**config.mk**
```make
export PLATFORM = sky130hd
export DESIGN_NAME = page_table_translate_top
export DESIGN_NICKNAME = d
export VERILOG_FILES = /design/src/ptt_pkg.sv /design/src/ptt_divider.sv /design/src/ptt_table.sv /design/src/ptt_mac.sv /design/src/page_table_translate_top.sv
export SDC_FILE = /design/constraint.sdc
export NUM_CORES = 1
export LEC_CHECK = 0
export ABC_AREA = 1
export ABC_CLOCK_PERIOD_IN_PS = 3500
export BUFFER_PORTS_ARGS = -buffer_cell sky130_fd_sc_hd__clkbuf_2
export CAP_MARGIN = 0
export CORE_UTILIZATION = 35
export CTS_BUF_LIST = sky130_fd_sc_hd__clkbuf_4 sky130_fd_sc_hd__clkbuf_8 sky130_fd_sc_hd__clkbuf_16
export DETAILED_ROUTE_END_ITERATION = 12
export PLACE_DENSITY_LB_ADDON = 0.1
export RECOVER_POWER = 100
export SYNTH_ARGS = -nofsm -noshare
export SYNTH_HDL_FRONTEND = slang
export SYNTH_SLANG_ARGS = --single-unit
```
**constraint.sdc**
```tcl
create_clock -name clk -period 3.5 [get_ports clk]
set_clock_uncertainty 0.1 [all_clocks]
set_input_delay 0 -clock clk [delete_from_list [all_inputs] [get_ports clk]]
set_output_delay 0 -clock clk [all_outputs]
set_load 0.005 [all_outputs]
```
**src/ptt_pkg.sv**
```systemverilog
// ----------------------------------------------------------------------------
// ptt_pkg: page table translation shared definitions
// Field widths, status codes, the register map and the structs that pass
// between the table and the top level.
// ----------------------------------------------------------------------------
package ptt_pkg;

	localparam int TABLE_SLOTS  = 8;
	localparam int SLOT_BITS    = $clog2(TABLE_SLOTS);
	localparam int ADDRESS_BITS = 32;
	localparam int PAGE_BITS    = 16;
	localparam int FRAME_BITS   = 16;
	localparam int PSIZE_BITS   = 17;
	localparam int STATUS_BITS  = 2;
	localparam int PADDR_BITS   = 3;
	localparam int PDATA_BITS   = 32;

	localparam int DIV_CNT_BITS = $clog2(ADDRESS_BITS + 1);
	localparam int MAC_CNT_BITS = $clog2(FRAME_BITS + 1);

	localparam logic [PSIZE_BITS-1:0] PAGE_SIZE_RESET = PSIZE_BITS'(4096);

	localparam logic [PADDR_BITS-3:0] REG_PAGE_SIZE = '0;

	localparam logic CMD_WRITE     = 1'b0;
	localparam logic CMD_TRANSLATE = 1'b1;

	localparam logic [STATUS_BITS-1:0] ST_OK      = 2'd0;
	localparam logic [STATUS_BITS-1:0] ST_FAULT   = 2'd1;
	localparam logic [STATUS_BITS-1:0] ST_MISSING = 2'd2;

	typedef struct packed {
		logic                  en;
		logic [SLOT_BITS-1:0]  slot;
		logic [PAGE_BITS-1:0]  page;
		logic                  valid;
		logic [FRAME_BITS-1:0] frame;
	} tbl_wr_t;

	typedef struct packed {
		logic                  done;
		logic                  found;
		logic                  valid;
		logic [FRAME_BITS-1:0] frame;
	} tbl_res_t;

endpackage

```
**src/ptt_divider.sv**
```systemverilog
// ----------------------------------------------------------------------------
// ptt_divider: bit-serial restoring divider
// Divides the logical address by the page size one quotient bit per cycle,
// giving the page number and the page offset.
// ----------------------------------------------------------------------------
module ptt_divider import ptt_pkg::*; (
	input  logic                    clk,
	input  logic                    arst_n,
	input  logic                    start,
	input  logic [ADDRESS_BITS-1:0] dividend,
	input  logic [PSIZE_BITS-1:0]   divisor,
	output logic                    done,
	output logic [ADDRESS_BITS-1:0] quotient,
	output logic [PSIZE_BITS-1:0]   remainder
);

	logic [ADDRESS_BITS-1:0] quo_q;
	logic [PSIZE_BITS-1:0]   rem_q;
	logic [DIV_CNT_BITS-1:0] cnt_q;
	logic                    run_q;
	logic                    done_q;
	logic [PSIZE_BITS:0]     trial;
	logic [PSIZE_BITS:0]     diff;
	logic                    ge;

	assign trial = {rem_q, quo_q[ADDRESS_BITS-1]};
	assign ge    = trial >= {1'b0, divisor};
	assign diff  = trial - {1'b0, divisor};

	always_ff @(posedge clk or negedge arst_n) begin
		if (!arst_n) begin
			run_q  <= 1'b0;
			done_q <= 1'b0;
			cnt_q  <= '0;
		end else begin
			done_q <= 1'b0;
			if (start) begin
				run_q <= 1'b1;
				cnt_q <= '0;
			end else if (run_q) begin
				cnt_q <= cnt_q + 1'b1;
				if (cnt_q == DIV_CNT_BITS'(ADDRESS_BITS - 1)) begin
					run_q  <= 1'b0;
					done_q <= 1'b1;
				end
			end
		end
	end

	always_ff @(posedge clk) begin
		if (start) begin
			quo_q <= dividend;
			rem_q <= '0;
		end else if (run_q) begin
			quo_q <= {quo_q[ADDRESS_BITS-2:0], ge};
			rem_q <= ge ? diff[PSIZE_BITS-1:0] : trial[PSIZE_BITS-1:0];
		end
	end

	assign done      = done_q;
	assign quotient  = quo_q;
	assign remainder = rem_q;

endmodule

```
**src/ptt_table.sv**
```systemverilog
// ----------------------------------------------------------------------------
// ptt_table: page table storage and slot scan
// Holds the table entries and searches the used slots for a page number,
// one slot per cycle from the lowest slot upward; a too-wide page misses.
// ----------------------------------------------------------------------------
module ptt_table import ptt_pkg::*; (
	input  logic                 clk,
	input  logic                 arst_n,
	input  tbl_wr_t              wr,
	input  logic                 lookup,
	input  logic [PAGE_BITS-1:0] page,
	input  logic                 wide,
	output tbl_res_t             res
);

	logic [PAGE_BITS-1:0]  slot_page_q  [TABLE_SLOTS];
	logic                  slot_valid_q [TABLE_SLOTS];
	logic [FRAME_BITS-1:0] slot_frame_q [TABLE_SLOTS];
	logic [TABLE_SLOTS-1:0] slot_used_q;
	logic [SLOT_BITS-1:0]  idx_q;
	logic [PAGE_BITS-1:0]  page_q;
	logic                  run_q;
	tbl_res_t              res_q;
	logic                  hit;

	assign hit = slot_used_q[idx_q] && (slot_page_q[idx_q] == page_q);

	always_ff @(posedge clk) begin
		if (wr.en) begin
			slot_page_q[wr.slot]  <= wr.page;
			slot_valid_q[wr.slot] <= wr.valid;
			slot_frame_q[wr.slot] <= wr.frame;
		end
		if (lookup) begin
			page_q <= page;
		end
	end

	always_ff @(posedge clk or negedge arst_n) begin
		if (!arst_n) begin
			slot_used_q <= '0;
			run_q       <= 1'b0;
			idx_q       <= '0;
			res_q       <= '0;
		end else begin
			res_q.done <= 1'b0;
			if (wr.en) begin
				slot_used_q[wr.slot] <= 1'b1;
			end
			if (lookup) begin
				idx_q <= '0;
				if (wide) begin
					res_q.done  <= 1'b1;
					res_q.found <= 1'b0;
				end else begin
					run_q <= 1'b1;
				end
			end else if (run_q) begin
				if (hit) begin
					run_q       <= 1'b0;
					res_q.done  <= 1'b1;
					res_q.found <= 1'b1;
					res_q.valid <= slot_valid_q[idx_q];
					res_q.frame <= slot_frame_q[idx_q];
				end else if (idx_q == SLOT_BITS'(TABLE_SLOTS - 1)) begin
					run_q       <= 1'b0;
					res_q.done  <= 1'b1;
					res_q.found <= 1'b0;
				end else begin
					idx_q <= idx_q + 1'b1;
				end
			end
		end
	end

	assign res = res_q;

endmodule

```
**src/ptt_mac.sv**
```systemverilog
// ----------------------------------------------------------------------------
// ptt_mac: bit-serial multiply-add
// Forms frame times page size plus offset, taking one frame bit per cycle
// from the top, then adding the offset.
// ----------------------------------------------------------------------------
module ptt_mac import ptt_pkg::*; (
	input  logic                    clk,
	input  logic                    arst_n,
	input  logic                    start,
	input  logic [FRAME_BITS-1:0]   frame,
	input  logic [PSIZE_BITS-1:0]   mcand,
	input  logic [PSIZE_BITS-1:0]   addend,
	output logic                    done,
	output logic [ADDRESS_BITS-1:0] product
);

	logic [FRAME_BITS-1:0]   frame_q;
	logic [ADDRESS_BITS-1:0] acc_q;
	logic [MAC_CNT_BITS-1:0] cnt_q;
	logic                    run_q;
	logic                    done_q;
	logic [ADDRESS_BITS-1:0] partial;

	assign partial = frame_q[FRAME_BITS-1] ? ADDRESS_BITS'(mcand) : '0;

	always_ff @(posedge clk or negedge arst_n) begin
		if (!arst_n) begin
			run_q  <= 1'b0;
			done_q <= 1'b0;
			cnt_q  <= '0;
		end else begin
			done_q <= 1'b0;
			if (start) begin
				run_q <= 1'b1;
				cnt_q <= '0;
			end else if (run_q) begin
				if (cnt_q == MAC_CNT_BITS'(FRAME_BITS)) begin
					run_q  <= 1'b0;
					done_q <= 1'b1;
				end else begin
					cnt_q <= cnt_q + 1'b1;
				end
			end
		end
	end

	always_ff @(posedge clk) begin
		if (start) begin
			frame_q <= frame;
			acc_q   <= '0;
		end else if (run_q) begin
			if (cnt_q == MAC_CNT_BITS'(FRAME_BITS)) begin
				acc_q <= acc_q + ADDRESS_BITS'(addend);
			end else begin
				acc_q   <= {acc_q[ADDRESS_BITS-2:0], 1'b0} + partial;
				frame_q <= {frame_q[FRAME_BITS-2:0], 1'b0};
			end
		end
	end

	assign done    = done_q;
	assign product = acc_q;

endmodule

```
**src/page_table_translate_top.sv**
```systemverilog
// ----------------------------------------------------------------------------
// page_table_translate_top: single-level page table with translation
// Top level with the command interface, the page size register and the
// sequencer that runs divide, slot scan and multiply-add in turn.
// ----------------------------------------------------------------------------
// A write command is taken and busy stays low. A translate command
// raises busy and returns its result after the bit-serial divider, the
// slot scan and the bit-serial multiply-add have run in turn. A miss or a
// page fault skips the multiply-add, and a page number too wide for any
// entry also skips the slot scan. The result is shown for one cycle with
// done high, and the receiver cannot stall it.
module page_table_translate_top import ptt_pkg::*; (
	input  logic                    clk,
	input  logic                    arst_n,
	input  logic                    psel,
	input  logic                    penable,
	input  logic                    pwrite,
	input  logic [PADDR_BITS-1:0]   paddr,
	input  logic [PDATA_BITS-1:0]   pwdata,
	output logic [PDATA_BITS-1:0]   prdata,
	output logic                    pready,
	input  logic                    start,
	output logic                    busy,
	input  logic                    command,
	input  logic [SLOT_BITS-1:0]    entry_slot,
	input  logic [PAGE_BITS-1:0]    entry_page,
	input  logic                    entry_valid,
	input  logic [FRAME_BITS-1:0]   entry_frame,
	input  logic [ADDRESS_BITS-1:0] logical_address,
	output logic                    done,
	output logic [ADDRESS_BITS-1:0] physical_address,
	output logic [STATUS_BITS-1:0]  status
);

	typedef enum logic [3:0] {
		S_IDLE = 4'b0001,
		S_DIV  = 4'b0010,
		S_SCAN = 4'b0100,
		S_MUL  = 4'b1000
	} state_t;

	state_t                  state_q;
	logic [PSIZE_BITS-1:0]   page_size_q;
	logic [PSIZE_BITS-1:0]   dsize_q;
	logic                    done_q;
	logic [ADDRESS_BITS-1:0] phys_q;
	logic [STATUS_BITS-1:0]  status_q;
	logic                    reg_sel;
	logic                    accept;
	logic                    div_start;
	logic                    div_done;
	logic [ADDRESS_BITS-1:0] quotient;
	logic [PSIZE_BITS-1:0]   remainder;
	tbl_wr_t                 tbl_wr;
	tbl_res_t                tbl_res;
	logic                    mac_start;
	logic                    mac_done;
	logic [ADDRESS_BITS-1:0] product;

	assign reg_sel = paddr[PADDR_BITS-1:2] == REG_PAGE_SIZE;
	assign pready  = 1'b1;
	assign prdata  = reg_sel ? PDATA_BITS'(page_size_q) : '0;

	always_ff @(posedge clk or negedge arst_n) begin
		if (!arst_n) begin
			page_size_q <= PAGE_SIZE_RESET;
		end else if (psel && penable && pwrite && pready && reg_sel) begin
			page_size_q <= pwdata[PSIZE_BITS-1:0];
		end
	end

	assign accept    = start && !busy;
	assign div_start = accept && (command == CMD_TRANSLATE);
	assign mac_start = (state_q == S_SCAN) && tbl_res.done && tbl_res.found && tbl_res.valid;

	assign tbl_wr.en    = accept && (command == CMD_WRITE);
	assign tbl_wr.slot  = entry_slot;
	assign tbl_wr.page  = entry_page;
	assign tbl_wr.valid = entry_valid;
	assign tbl_wr.frame = entry_frame;

	always_ff @(posedge clk) begin
		if (div_start) begin
			dsize_q <= (page_size_q == '0) ? PSIZE_BITS'(1) : page_size_q;
		end
	end

	ptt_divider u_divider (
		.clk       (clk),
		.arst_n    (arst_n),
		.start     (div_start),
		.dividend  (logical_address),
		.divisor   (dsize_q),
		.done      (div_done),
		.quotient  (quotient),
		.remainder (remainder)
	);

	ptt_table u_table (
		.clk    (clk),
		.arst_n (arst_n),
		.wr     (tbl_wr),
		.lookup (div_done),
		.page   (quotient[PAGE_BITS-1:0]),
		.wide   (|quotient[ADDRESS_BITS-1:PAGE_BITS]),
		.res    (tbl_res)
	);

	ptt_mac u_mac (
		.clk     (clk),
		.arst_n  (arst_n),
		.start   (mac_start),
		.frame   (tbl_res.frame),
		.mcand   (dsize_q),
		.addend  (remainder),
		.done    (mac_done),
		.product (product)
	);

	always_ff @(posedge clk or negedge arst_n) begin
		if (!arst_n) begin
			state_q <= S_IDLE;
			done_q  <= 1'b0;
		end else begin
			done_q <= 1'b0;
			case (state_q)
				S_IDLE: begin
					if (div_start) begin
						state_q <= S_DIV;
					end
				end
				S_DIV: begin
					if (div_done) begin
						state_q <= S_SCAN;
					end
				end
				S_SCAN: begin
					if (tbl_res.done) begin
						if (mac_start) begin
							state_q <= S_MUL;
						end else begin
							state_q <= S_IDLE;
							done_q  <= 1'b1;
						end
					end
				end
				S_MUL: begin
					if (mac_done) begin
						state_q <= S_IDLE;
						done_q  <= 1'b1;
					end
				end
				default: begin
					state_q <= S_IDLE;
				end
			endcase
		end
	end

	always_ff @(posedge clk) begin
		if ((state_q == S_SCAN) && tbl_res.done && !mac_start) begin
			phys_q   <= '0;
			status_q <= tbl_res.found ? ST_FAULT : ST_MISSING;
		end else if ((state_q == S_MUL) && mac_done) begin
			phys_q   <= product;
			status_q <= ST_OK;
		end
	end

	assign busy             = state_q != S_IDLE;
	assign done             = done_q;
	assign physical_address = phys_q;
	assign status           = status_q;

endmodule

```
==> results of run 1 <==
==> cell type report <==
cell class | count | area [um2] | share of cell area (%)
tap | 931 | 1160 | 4.06
antenna | 2 | 5.00 | 0.0175
timing repair buffer | 277 | 1860 | 6.48
inverter | 322 | 1210 | 4.22
sequential | 496 | 13800 | 48.0
clock buffer | 63 | 1470 | 5.13
clock inverter | 43 | 443 | 1.55
multi-input combinational | 1813 | 8760 | 30.6
==> worst reg2reg max path, delay by kind of cell, from the launching register on <==
family | cells | cell delay, ns
buffers and inverters | 2 | 1.05
DFF | 1 | 0.42
and+or+nand+nor | 12 | 1.48
==> cell usage in the layout (no fill, tap or decap), types with 18 or more instances in the layout <==
cell type | netlist | layout
buf_4 | 23 | 19
nand2_1 | 835 | 835
nand4_1 | 26 | 26
nand3_1 | 169 | 168
o22ai_1 | 19 | 19
dfxtp_1 | 81 | 81
inv_1 | 317 | 319
clkbuf_1 | 78 | 74
clkbuf_2 | 0 | 89
dlygate4sd3_1 | 0 | 90
ha_1 | 55 | 55
nor3_1 | 18 | 18
dfrtp_1 | 66 | 64
nor2_1 | 234 | 226
o21ai_0 | 160 | 160
clkbuf_16 | 0 | 57
a21oi_1 | 127 | 127
edfxtp_1 | 347 | 347
==> worst min path at each step <==
| stage | startpoint | end | depth (start not counted) | slack [ns] |
|---|---|---|---|---|
| 6_report | entry_slot[0] | u_table.slot_page_q[7][2]$_DFFE_PP_ | 3 | 0.04 |
| 5_1_grt | entry_slot[0] | u_table.slot_page_q[7][2]$_DFFE_PP_ | 3 | 0.06 |
| 4_1_cts | entry_slot[0] | u_table.slot_page_q[7][2]$_DFFE_PP_ | 3 | 0.03 |
| 3_5_place_dp | arst_n | page_size_q[11]$_DFFE_PN0P_ | 1 | -0.02 |
| 3_3_place_gp | arst_n | page_size_q[11]$_DFFE_PN0P_ | 1 | -0.01 |
| 2_1_floorplan | arst_n | done$_DFF_PN0_ | 0 | -0.40 |
==> power groups by stage <==
| stage | clock [W] | combinational, W | sequential, W |
|---|---|---|---|
| global placement | 0 | 0.00631 | 0.00760 |
| global route | 0.00644 | 0.00727 | 0.00755 |
| finish | 0.00603 | 0.00637 | 0.00748 |
| CTS | 0.00622 | 0.00650 | 0.00750 |
| floorplan | 0 | 0.00462 | 0.00739 |
| detailed placement | 0 | 0.00638 | 0.00761 |
==> metal layers <==
layer  GRT usage [%]  share of wire, %
met1            25.1                45
met2            32.7                48
met3            2.72               4.0
met4            6.09               2.7
met5               0             0.016
==> registers in the layout (all words and copies together) (netlist names), 16 cells and up <==
| signal | cells |
|---|---|
| dsize_q | 17 |
| page_size_q | 17 |
| physical_address | 32 |
| u_divider.quotient | 32 |
| u_divider.remainder | 17 |
| u_mac.frame_q | 16 |
| u_mac.product | 32 |
| u_table.page_q | 16 |
| u_table.res | 19 |
| u_table.slot_frame_q | 128 |
| u_table.slot_page_q | 128 |
==> kinds of logic after synthesis <==
kind of cell             after synthesis  synth area share, %
adder cells (fa/ha/maj)               58                 3.09
XOR/XNOR                              30                 1.08
AND/OR/NAND/NOR                     1319                 22.1
multiplexers                          12                0.558
flip-flops                           496                 56.8
AO/OA/AOI/OAI                        378                 8.79
other                                  2               0.0310
buffers and inverters                454                 7.53
==> metrics by stage <==
stage	std cells	power, W	utilization (%)	setup WS, ns
final	3947	0.0199	41.8	0.381
after global routing	3947	0.0213	41.8	0.0541
after CTS	3945	0.0202	42.2	0.543
after detailed placement	3748	0.0140	38.0	0.556
after global placement	3748	0.0139	38.0	0.551
after floorplan	2763	0.0120	-	0.436
==> timing repair <==
action,in CTS,in global routing
endpoints found under the hold margin,419,0
hold buffers,91,0
buffers inserted,0,0
==> results summary, run 1 <==
The run finished with clean final reports. The H-tree was split into 2 levels. The placeable core area is 68,600 um2.

Entering global routing, the biggest net connects 148 pins. The number of top-level pins came out at 179. The instance area after placement is 26,100 um2. The total detailed-routing wirelength came out at 67,200 um.

The aggregate global-route resource usage is 19.2%. The area of the die came out at 70,200 um2. No sink is reached through more buffers than the 3 on the longest clock path. The number of placement rows is 96. For this design the static power due to leakage is 12.5 nW. The worst setup path is of the reg2reg kind. The number of global-route vias before repair is 18,400. The post-layout minimum cycle time came out at 3.12 ns.

After routing the design area is 28,700 um2. The yosys synthesis warning count came out at 0. The number of hold violations in the final report came out at 0.

The tightest hold path in the finished design has a slack of 0.0442 ns. The number of antenna violations at the first check in global routing came to 4. In this run the tightest slew margin relative to its limit is 9.97%. The die is 265 um tall. The share of flip-flops with an asynchronous set or reset is 13.7%. Timing would allow up to 321 MHz. The critical path endpoint is u_table.res[15]$_DFFE_PN0P_. The ratio of cells with drive above 1 in the final layout came out at 8.26%. The global-route wire length before repair came out at 104,000 um. The area growth from synthesis to layout is 18.4%.

The analysis attributes to net switching a power of 0.00713 W. Counting every sink on the clock net gives 496. TritonCTS built the clock tree. The setup TNS came out at 0 ns.

The combinational fraction of design power is 32.0%. The kind of launch point of the worst setup path is a register. The worst setup path is captured at a register. The remaining global-route overflow came out at 0.

The count of final max-slew check failures came out at 0. Counting stages on the worst path, the most repeated cell is nand2_1. The synthesized area per cell is 8.81 um2. After clock tree synthesis, the repair step resized 0 gates. The DRC marker count from the first detailed-route iteration came out at 1,151. The final critical-path share of the clock period is 89.1%. The starting utilization of the core area came out at 35.3%. The number of distinct standard cells referenced by the synthesized netlist came out at 47. The area share of the leading cell type in the synthesized netlist came out at 43.0%. The number of enable flip-flop cells after synthesis is 347. Max-cap violations in this run came to 0. The detailed placer's ending HPWL is 43,800 um. The clock slew at the register clock pins of the worst setup and hold paths came out at 0.06 ns. The cell chosen for the clock root is clkbuf_16. The class of the worst hold path is in2reg. The number of inserted filler cells in the final layout is 6,807. The synthesized netlist cell count came out at 2,749. Counting the buffers created by CTS gives 56.

In this run the critical register-to-register path is launched from u_table.idx_q[0]$_DFFE_PN0P_. On the worst path, the slowest cell contributes a delay of 0.80 ns. The slew at the pin with the worst max-slew slack came out at 1.35 ns.

Routability-driven placement finished with a final weighted congestion of 0.896. The later pin in the worst-skew pair is clocked with a latency of 0.63 ns. The commonest register cell after synthesis is edfxtp_1. The DRC violation count after routing is 0. The largest fanout on the critical path came out at 147.

The setup slack on the worst flop-to-flop path came out at 0.38 ns. The number of nets in the layout is 3,134. The worst register-to-register path ends at u_table.res[15]$_DFFE_PN0P_.

The via total after detailed routing came out at 18,900. The count of nets left with antenna violations after detail routing is 0. The cell count along the critical path is 14.

The power density over the cells came out at 693 nW/um2. Sorting the synthesized cells by area gives the leading types as edfxtp_1, nand2_1, dfrtp_1. The clock network is responsible for 30.3% of the overall power. The via-per-instance ratio came out at 4.79.

Summing the sequential cell areas from Yosys gives 56.8% of the chip area. The share of power burned in registers came out at 37.6%. The number of setup violations in the final report came out at 0. In this run the tool buffered the top-level ports with 145 buffer cells. The critical path starts at u_table.idx_q[0]$_DFFE_PN0P_. The data required time of the worst path came out at 3.96 ns.

The proportion of total power due to net switching came out at 35.9%. After detailed routing, the average wire length per cell comes to 17.0 um. Setup repair after global routing left no endpoint under its margin.

The worst ir drop on vdd came out at 0.000445 V. The slowest stage of the critical path is the buf_6 cell. Traced cell by cell, the critical path runs through buf_6 > nand2_1 > nand2_1 > nand2_1 > nand2_1 > nand2_1 > nand3_1 > nand2_1 > nor2_1 > nand3_1 > nor2_4 > buf_4 > nand3_1 > nand2_1. By count the netlist is led by nand2_1, edfxtp_1, inv_1. By instance count, the leading cell after synthesis is nand2_1. The data arrival time of the critical path came out at 3.58 ns. The number of synthesized register bits came out at 496. The die width came out at 265 um. edfxtp_1 takes more of the synthesized area than any other cell. The total iterations of the first detailed-routing run came out at 8. The length in cells of the worst reg-to-reg path is 14.

The synthesized cell area is 24,200 um2. The internal power of the cells came out at 0.0128 W. Broken down by cell family, the worst path's largest delay share belongs to simple AND/OR/NAND/NOR gates. Together, buffers and inverters on the worst path number 2.
Power figures use the tool's default switching activity.
==> run 2, diff against run 1 <==
ABC_CLOCK_PERIOD_IN_PS = 2800   (was 3500)
CORE_ASPECT_RATIO = 0.8   (was not set)
clock period = 2.8 ns   (was 3.5 ns; I/O delays follow)
==> results summary, run 2 (same netlist as run 1, synthesis figures left out) <==
The total buffers and inverters traversed by the critical path came out at 1 (-1). The remaining global-route overflow is 0 (unchanged). The number of nets in the layout came to 3,170 (+1.1%). The max-slew headroom at the worst pin is 40.7% (+31 points). The met3 routed wirelength is 3640 um (+34%).

The largest stage delay on the critical path came to 0.42 ns (-0.38 ns). The instance area after placement came out at 26,400 um2 (+1.3%). The worst hold path stage count is 4 (+1).

The per-cell routed wire length is 18.0 um (+5.6%). The detailed placer's ending HPWL was 47,400 um (+8.3%). The run finished with clean final reports.

The area of the die is 70,300 um2 (about the same). Relative to the synthesized area, the layout overhead comes to 19.5%. The total iterations of the first detailed-routing run is 6 (-2). The data arrival time of the critical path is 3.11 ns (-0.47 ns). The sort of element at the end of the critical path is a register. The data required time of the worst path came to 3.20 ns (-0.76 ns). The largest net degree at the start of global routing came out at 69 (-53%). Leaving out fill and tap cells, the most frequent cells in the layout are nand2_1, edfxtp_1, inv_1, nor2_1, nand3_1. The via total after detailed routing is 19,300 (+2.2%).

The largest fanout on the critical path is 5 (-97%). The power after layout is 0.0248 W (+25%). The TritonCTS clock tree is yes. The H-tree depth reported by CTS was 2 (unchanged). The number of global-route vias before repair came out at 18,300 (-0.48%).

On the critical path, the stage with the largest delay is an instance of fa_1. The length in cells of the worst reg-to-reg path is 15 (+1). The number of antenna violations at the first check in global routing came to 3 (-1). The later-pin clock latency in the skew report is 0.62 ns (about the same). The number of top-level pins is 179 (unchanged). The core utilization of the finished layout came out at 42.7% (+0.87 points).

The worst ir drop on vdd came to 0.000491 V (+10%). The starting utilization of the core area is 35.7% (+0.38 points). The ratio of cells with drive above 1 in the final layout is 10.1% (+1.9 points). The global-route wire length before repair is 109,000 um (+4.1%). The DRC marker count from the first detailed-route iteration came out at 1,304 (+13%). The largest buffer count on any clock path came out at 3 (unchanged). By startpoint and endpoint, the worst setup path is classified as reg2reg. The number of input and output port buffers inserted was 145 (unchanged). The placer congestion estimate came out at 0.924 (+3.1%). The detailed-routing wirelength on met1 was 36,600 um (+21%).

The highest attainable clock frequency is 369 MHz (+15%). The post-placement cell count came out at 3,770 (+0.59%). The number of placement rows came out at 85 (-11%). The final cell count without fillers came out at 3,961 (+0.35%). The post-CTS setup-driven buffer insertion count is 0 (unchanged). The number of hold violations in the final report came out at 0 (unchanged). The die width is 296 um (+12%). The routed length on met2 came to 29,500 um (-8.8%). The count of nets left with antenna violations after detail routing was 0 (unchanged).

The total detailed-routing wirelength came out at 71,200 um (+5.9%). The final critical-path share of the clock period was 96.7% (+7.6 points). The placeable core area is 67,900 um2 (-1.1%). The slew at the pin with the worst max-slew slack is 0.890 ns (-0.461 ns). The DRC violation count after routing was 0 (unchanged).

The max-cap check violation count was 0 (unchanged). The CTS sink count is 496 (unchanged). The post-route standard cell area excluding fillers came out at 29,000 um2 (+0.99%).

In the final layout, the registers with the most flip-flops are u_table.slot_frame_q (128), u_table.slot_page_q (128). The post-layout minimum cycle time is 2.71 ns (-0.411 ns). The kind of launch point of the worst setup path is a register. The vertical extent of the die came out at 237 um (-10%). Traced cell by cell, the critical path runs through ha_1 > fa_1 > nand3_1 > nand3_1 > nand3_1 > nand2_1 > nand2_1 > nand3_1 > nand2_1 > nand2_1 > xor2_1 > nand2_1 > nand3_1 > nand2_1 > inv_1. Setup repair after global routing could not meet its margin everywhere. The via-per-instance ratio is 4.88 (+1.8%).

The number of setup violations in the final report was 0 (unchanged). After detailed routing, no signal wire sits above met4. The number of inserted filler cells in the final layout came out at 6,788 (-0.28%). The aggregate global-route resource usage was 20.2% (+1.0 points). The count of final max-slew check failures is 0 (unchanged). The library cell used most frequently in the layout, excluding fill and tap cells, is nand2_1. In this design, the critical path's most frequently occurring cell is nand2_1. The path class of the tightest hold or removal check is in2reg. The cell family contributing the most delay on the critical path is simple AND/OR/NAND/NOR gates.

The cell count along the critical path was 15 (+1). The clock slew at the register clock pins of the worst setup and hold paths is 0.06 ns (about the same). The leakage power of the design is 12.7 nW (+1.6%). The power density over the cells came out at 855 nW/um2 (+23%). The cell chosen for the clock root is clkbuf_16. The number of clock buffers inserted by TritonCTS came out at 54 (-3.6%).
run 2: repair_timing:
item / in CTS / in global routing
hold endpoints to repair: 392 / 0
endpoints found under the setup margin: 0 / 20
hold buffers: 89 / 0
resized for setup: 0 / 21
run 2: path summary, 6_finish.rpt:
check | from | to | slack [ns]
max | u_divider.remainder[0]$_SDFFE_PP0P_ | u_mac.product[22]$_SDFFE_PP0P_ | 0.09
min | pwdata[16] | page_size_q[16]$_DFFE_PN0P_ | 0.07
max reg2reg | u_divider.remainder[0]$_SDFFE_PP0P_ | u_mac.product[22]$_SDFFE_PP0P_ | 0.09
min reg2reg | page_size_q[5]$_DFFE_PN0P_ | dsize_q[5]$_SDFFCE_PN0P_ | 0.35
max in group asynchronous | arst_n | u_table.res[1]$_DFFE_PN0P_ | 1.22
min in group asynchronous | arst_n | state_q[0]$_DFFE_PN1P_ | 0.83
run 2: where the power goes:
part	total, W	internal, W	switching (W)
clock	0.00716	0.00410	0.00306
sequential	0.00943	0.00878	0.000649
combinational	0.00816	0.00279	0.00537
run 2: metal layers:
| metal | global-route usage, % | vias to the layer above |
|---|---|---|
| met5 | 0 | - |
| met3 | 2.49 | 93 |
| met1 | 31.3 | 9192 |
| met4 | 4.89 | 0 |
| li1 | - | 9562 |
| met2 | 29.6 | 485 |
run 2: final cells by class:
| class | instances | area (um2) | share of cell area, % |
|---|---|---|---|
| antenna | 1 | 2.50 | 0.00864 |
| clock buffer | 81 | 1610 | 5.56 |
| clock inverter | 20 | 178 | 0.614 |
| inverter | 322 | 1210 | 4.18 |
| multi-input combinational | 1813 | 8840 | 30.5 |
| sequential | 496 | 13800 | 47.5 |
| tap | 913 | 1140 | 3.95 |
| timing repair buffer | 315 | 2220 | 7.66 |
run 2: tightest hold or removal path, stage by stage:
cell           delay, ns
dlygate4sd3_1       0.52
clkbuf_2            0.09
nor2_1              0.03
a21oi_1             0.10
run 2: metrics by stage:
stage	hold slack, ns	TNS (ns)	worst slack (ns)
2_1_floorplan	-0.396	-71.17	-0.264
3_3_place_gp	-0.0199	0	0.0634
3_5_place_dp	-0.0126	0	0.0110
4_1_cts	0.00139	0	0.00605
5_1_grt	0.0814	-0.271	-0.0436
6_report	0.0692	0	0.0928
==> run 3, diff against run 2 <==
BUFFER_PORTS_ARGS = not set   (was -buffer_cell sky130_fd_sc_hd__clkbuf_2)
DONT_BUFFER_PORTS = 1   (was not set)
==> results summary, run 3 (same netlist as run 1, synthesis figures left out) <==
Counting stages on the worst path, the most repeated cell is nand2_1. The total buffers and inverters traversed by the critical path came out at 2 (+1). The number of antenna violations at the first check in global routing is 2 (-1). The count of final max-slew check failures came out at 0 (unchanged). The data arrival time of the critical path came out at 3.04 ns (-0.07 ns). The number of setup violations in the final report was 0 (unchanged). In this run the most used layer during global routing was met1. In the final layout, the registers with the most flip-flops are u_table.slot_frame_q (128), u_table.slot_page_q (128). The tree is rooted in a clkbuf_16. The detailed placer's ending HPWL is 46,900 um (-1.1%).

The number of placement rows is 85 (unchanged). The max-slew headroom at the worst pin is 23.7% (-17 points). The global-route wire length before repair is 108,000 um (-0.26%). The largest net degree at the start of global routing came out at 69 (unchanged).

The largest fanout on the critical path is 4 (-1). Walking the worst path, the cells encountered are buf_4 > ha_1 > fa_1 > nand3_1 > nand3_1 > nand3_1 > nand2_1 > nand2_1 > nand3_1 > nand2_1 > nand2_1 > xor2_1 > nand2_1 > nand3_1 > nand2_1 > inv_1. The beginning of the worst register-to-register path is u_mac.product[0]$_SDFFE_PP0P_. The later-pin clock latency in the skew report came out at 0.61 ns (about the same).

The starting utilization of the core area came to 35.7% (unchanged). The proportion of total power due to net switching came out at 36.6% (-0.091 points). The layout-stage area growth over the synthesis result came out at 18.4%. The vertical extent of the die is 237 um (unchanged).

The post-placement cell count is 3,624 (-3.9%). The type of the worst setup path is reg2reg. The kind of launch point of the worst setup path is a register. The largest stage delay on the critical path came out at 0.41 ns (about the same). On the critical path the largest part of the delay comes from simple AND/OR/NAND/NOR gates. The max-cap check violation count came out at 0 (unchanged). The number of clock buffers inserted by TritonCTS was 54 (unchanged). The worst slack at placement came out at 0.0376 ns (+0.0266 ns).

The largest buffer count on any clock path is 3 (unchanged). The data required time of the worst path is 3.21 ns (about the same). The DRC violation count after routing came out at 0 (unchanged). The switching power is 0.00917 W (+1.0%).

The ratio of cells with drive above 1 in the final layout came out at 7.73% (-2.4 points). The CTS sink count is 496 (unchanged). The core utilization of the finished layout came out at 42.3% (-0.41 points).

The remaining global-route overflow was 0 (unchanged). The flow ran to the end, and the final reports show no timing, DRC or antenna violations. The number of nets in the layout was 3,058 (-3.5%). The power density over the cells was 874 nW/um2 (+2.2%). The number of input and output port buffers inserted is 0 (-100%). The DRC marker count from the first detailed-route iteration is 1,219 (-6.5%). The count of nets left with antenna violations after detail routing was 0 (unchanged). The aggregate global-route resource usage came out at 20.1% (-0.066 points).

The setup TNS is 0 ns (unchanged). The internal power of the cells came to 0.0159 W (+1.4%). The top cell types in the final layout, fill and taps aside, are nand2_1, edfxtp_1, inv_1, nor2_1, nand3_1. The worst register-to-register path ends at u_mac.product[22]$_SDFFE_PP0P_. The total detailed-routing wirelength is 71,100 um (-0.19%). The power after layout came to 0.0251 W (+1.3%). The length in cells of the worst reg-to-reg path is 16 (+1). The placer congestion estimate is 0.906 (-1.9%). The area of the die is 70,300 um2 (unchanged). The met2 track demand over resource in global routing is 29.2% (-0.38 points). The final cell count without fillers came to 3,850 (-2.8%). The H-tree depth reported by CTS came out at 2 (unchanged). The number of global-route vias before repair came out at 18,100 (-1.3%). The number of top-level pins came to 179 (unchanged). The worst setup margin came out at 0.173 ns (+0.0804 ns). The post-CTS setup-driven buffer insertion count is 0 (unchanged).

The per-cell routed wire length was 18.5 um (+2.7%). The cell count along the critical path came to 16 (+1). The number of hold violations in the final report is 0 (unchanged). Setup repair after global routing could not meet its margin everywhere. The critical path endpoint is u_mac.product[22]$_SDFFE_PP0P_.

The cell type of the slowest stage on the worst timing path is fa_1. The TritonCTS clock tree is yes. The combinational fraction of design power was 33.3% (+0.3 points). STA classifies the critical path endpoint as a register.

The most common library cell in the layout ignoring fill and taps is nand2_1. The number of inserted filler cells in the final layout came out at 6,780 (-0.12%). The highest attainable clock frequency came out at 381 MHz (+3.1%). The die width came out at 296 um (unchanged). The slew at the pin with the worst max-slew slack came out at 1.15 ns (+0.255 ns). The met3 usage is 3.50% (+1.0 points).

The post-layout minimum cycle time was 2.63 ns (-0.0804 ns). The placeable core area came to 67,900 um2 (unchanged). In this run the worst hold path is classified as in2reg.

The setup slack on the worst flop-to-flop path came out at 0.17 ns (+0.08 ns). The share of power burned in registers came out at 37.6% (-0.5 points). The clock slew at the register clock pins of the worst setup and hold paths came out at 0.06 ns (about the same). The critical path starts at u_mac.product[0]$_SDFFE_PP0P_. The via-per-instance ratio is 4.89 (+0.11%). The portion of total power attributed to the clock network came to 29.1% (+0.2 points). The worst ir drop on vdd came out at 0.000500 V (+1.8%).

The met1 track utilization from global routing is 30.9% (-0.42 points). The total iterations of the first detailed-routing run is 7 (+1). The final critical-path share of the clock period is 93.8% (-2.9 points). The via total after detailed routing came out at 18,800 (-2.7%). The leakage power of the design is 12.5 nW (-1.8%).
==> run 3: power by group through the flow <==
stage                     registers [W]  clock network (W)  logic [W]
after global routing            0.00950            0.00782    0.00945
after CTS                       0.00940            0.00752    0.00841
after floorplan                 0.00923                  0    0.00578
after detailed placement        0.00955                  0    0.00812
final                           0.00942            0.00730    0.00834
after global placement          0.00955                  0    0.00803
==> run 3: worst min-delay path by stage <==
stage | end | slack, ns | start | cells after the start
after floorplan | done$_DFF_PN0_ | -0.40 | arst_n | 0
after global placement | page_size_q[14]$_DFFE_PN0P_ | -0.39 | arst_n | 0
after detailed placement | page_size_q[14]$_DFFE_PN0P_ | -0.39 | arst_n | 0
after CTS | u_divider.quotient[20]$_DFFE_PP_ | 0.001 | logical_address[20] | 3
after global routing | u_divider.quotient[18]$_DFFE_PP_ | 0.03 | logical_address[18] | 3
final | u_divider.quotient[20]$_DFFE_PP_ | 0.04 | logical_address[20] | 3
==> run 3: routing by layer <==
| metal | vias up | share of wire [%] | routed length, um |
|---|---|---|---|
| li1 | 9325 | - | - |
| met1 | 8970 | 51 | 36500 |
| met2 | 441 | 42 | 29700 |
| met3 | 75 | 5.2 | 3690 |
| met4 | 0 | 1.7 | 1190 |
| met5 | - | 0 | 0 |
==> run 3: layout make-up <==
class | instances | area [um2] | area share (%)
repair buffers | 203 | 1910 | 6.66
multi-input cells | 1813 | 8830 | 30.8
inverters | 322 | 1210 | 4.23
diodes | 1 | 2.50 | 0.00873
clock inverters | 33 | 340 | 1.19
flip-flops and latches | 496 | 13800 | 48.0
well taps | 913 | 1140 | 3.98
clock buffers | 69 | 1480 | 5.15
==> run 3: worst min-delay path, stage by stage <==
cell and delay, ns:
dlygate4sd3_1 0.54, nand2_1 0.06, nand2_1 0.05
==> run 3: what timing repair did <==
item | in CTS | in global routing
gates resized for setup | 0 | 25
endpoints found under the setup margin | 0 | 29
hold buffers | 123 | 0
endpoints found under the hold margin | 670 | 0
==> run 3: through the flow <==
stage                     hold slack (ns)  area, um2
after floorplan                    -0.396      24300
after global placement             -0.393      25700
after detailed placement           -0.393      25700
after CTS                         0.00137      28800
after global routing               0.0301      28700
final                              0.0394      28700
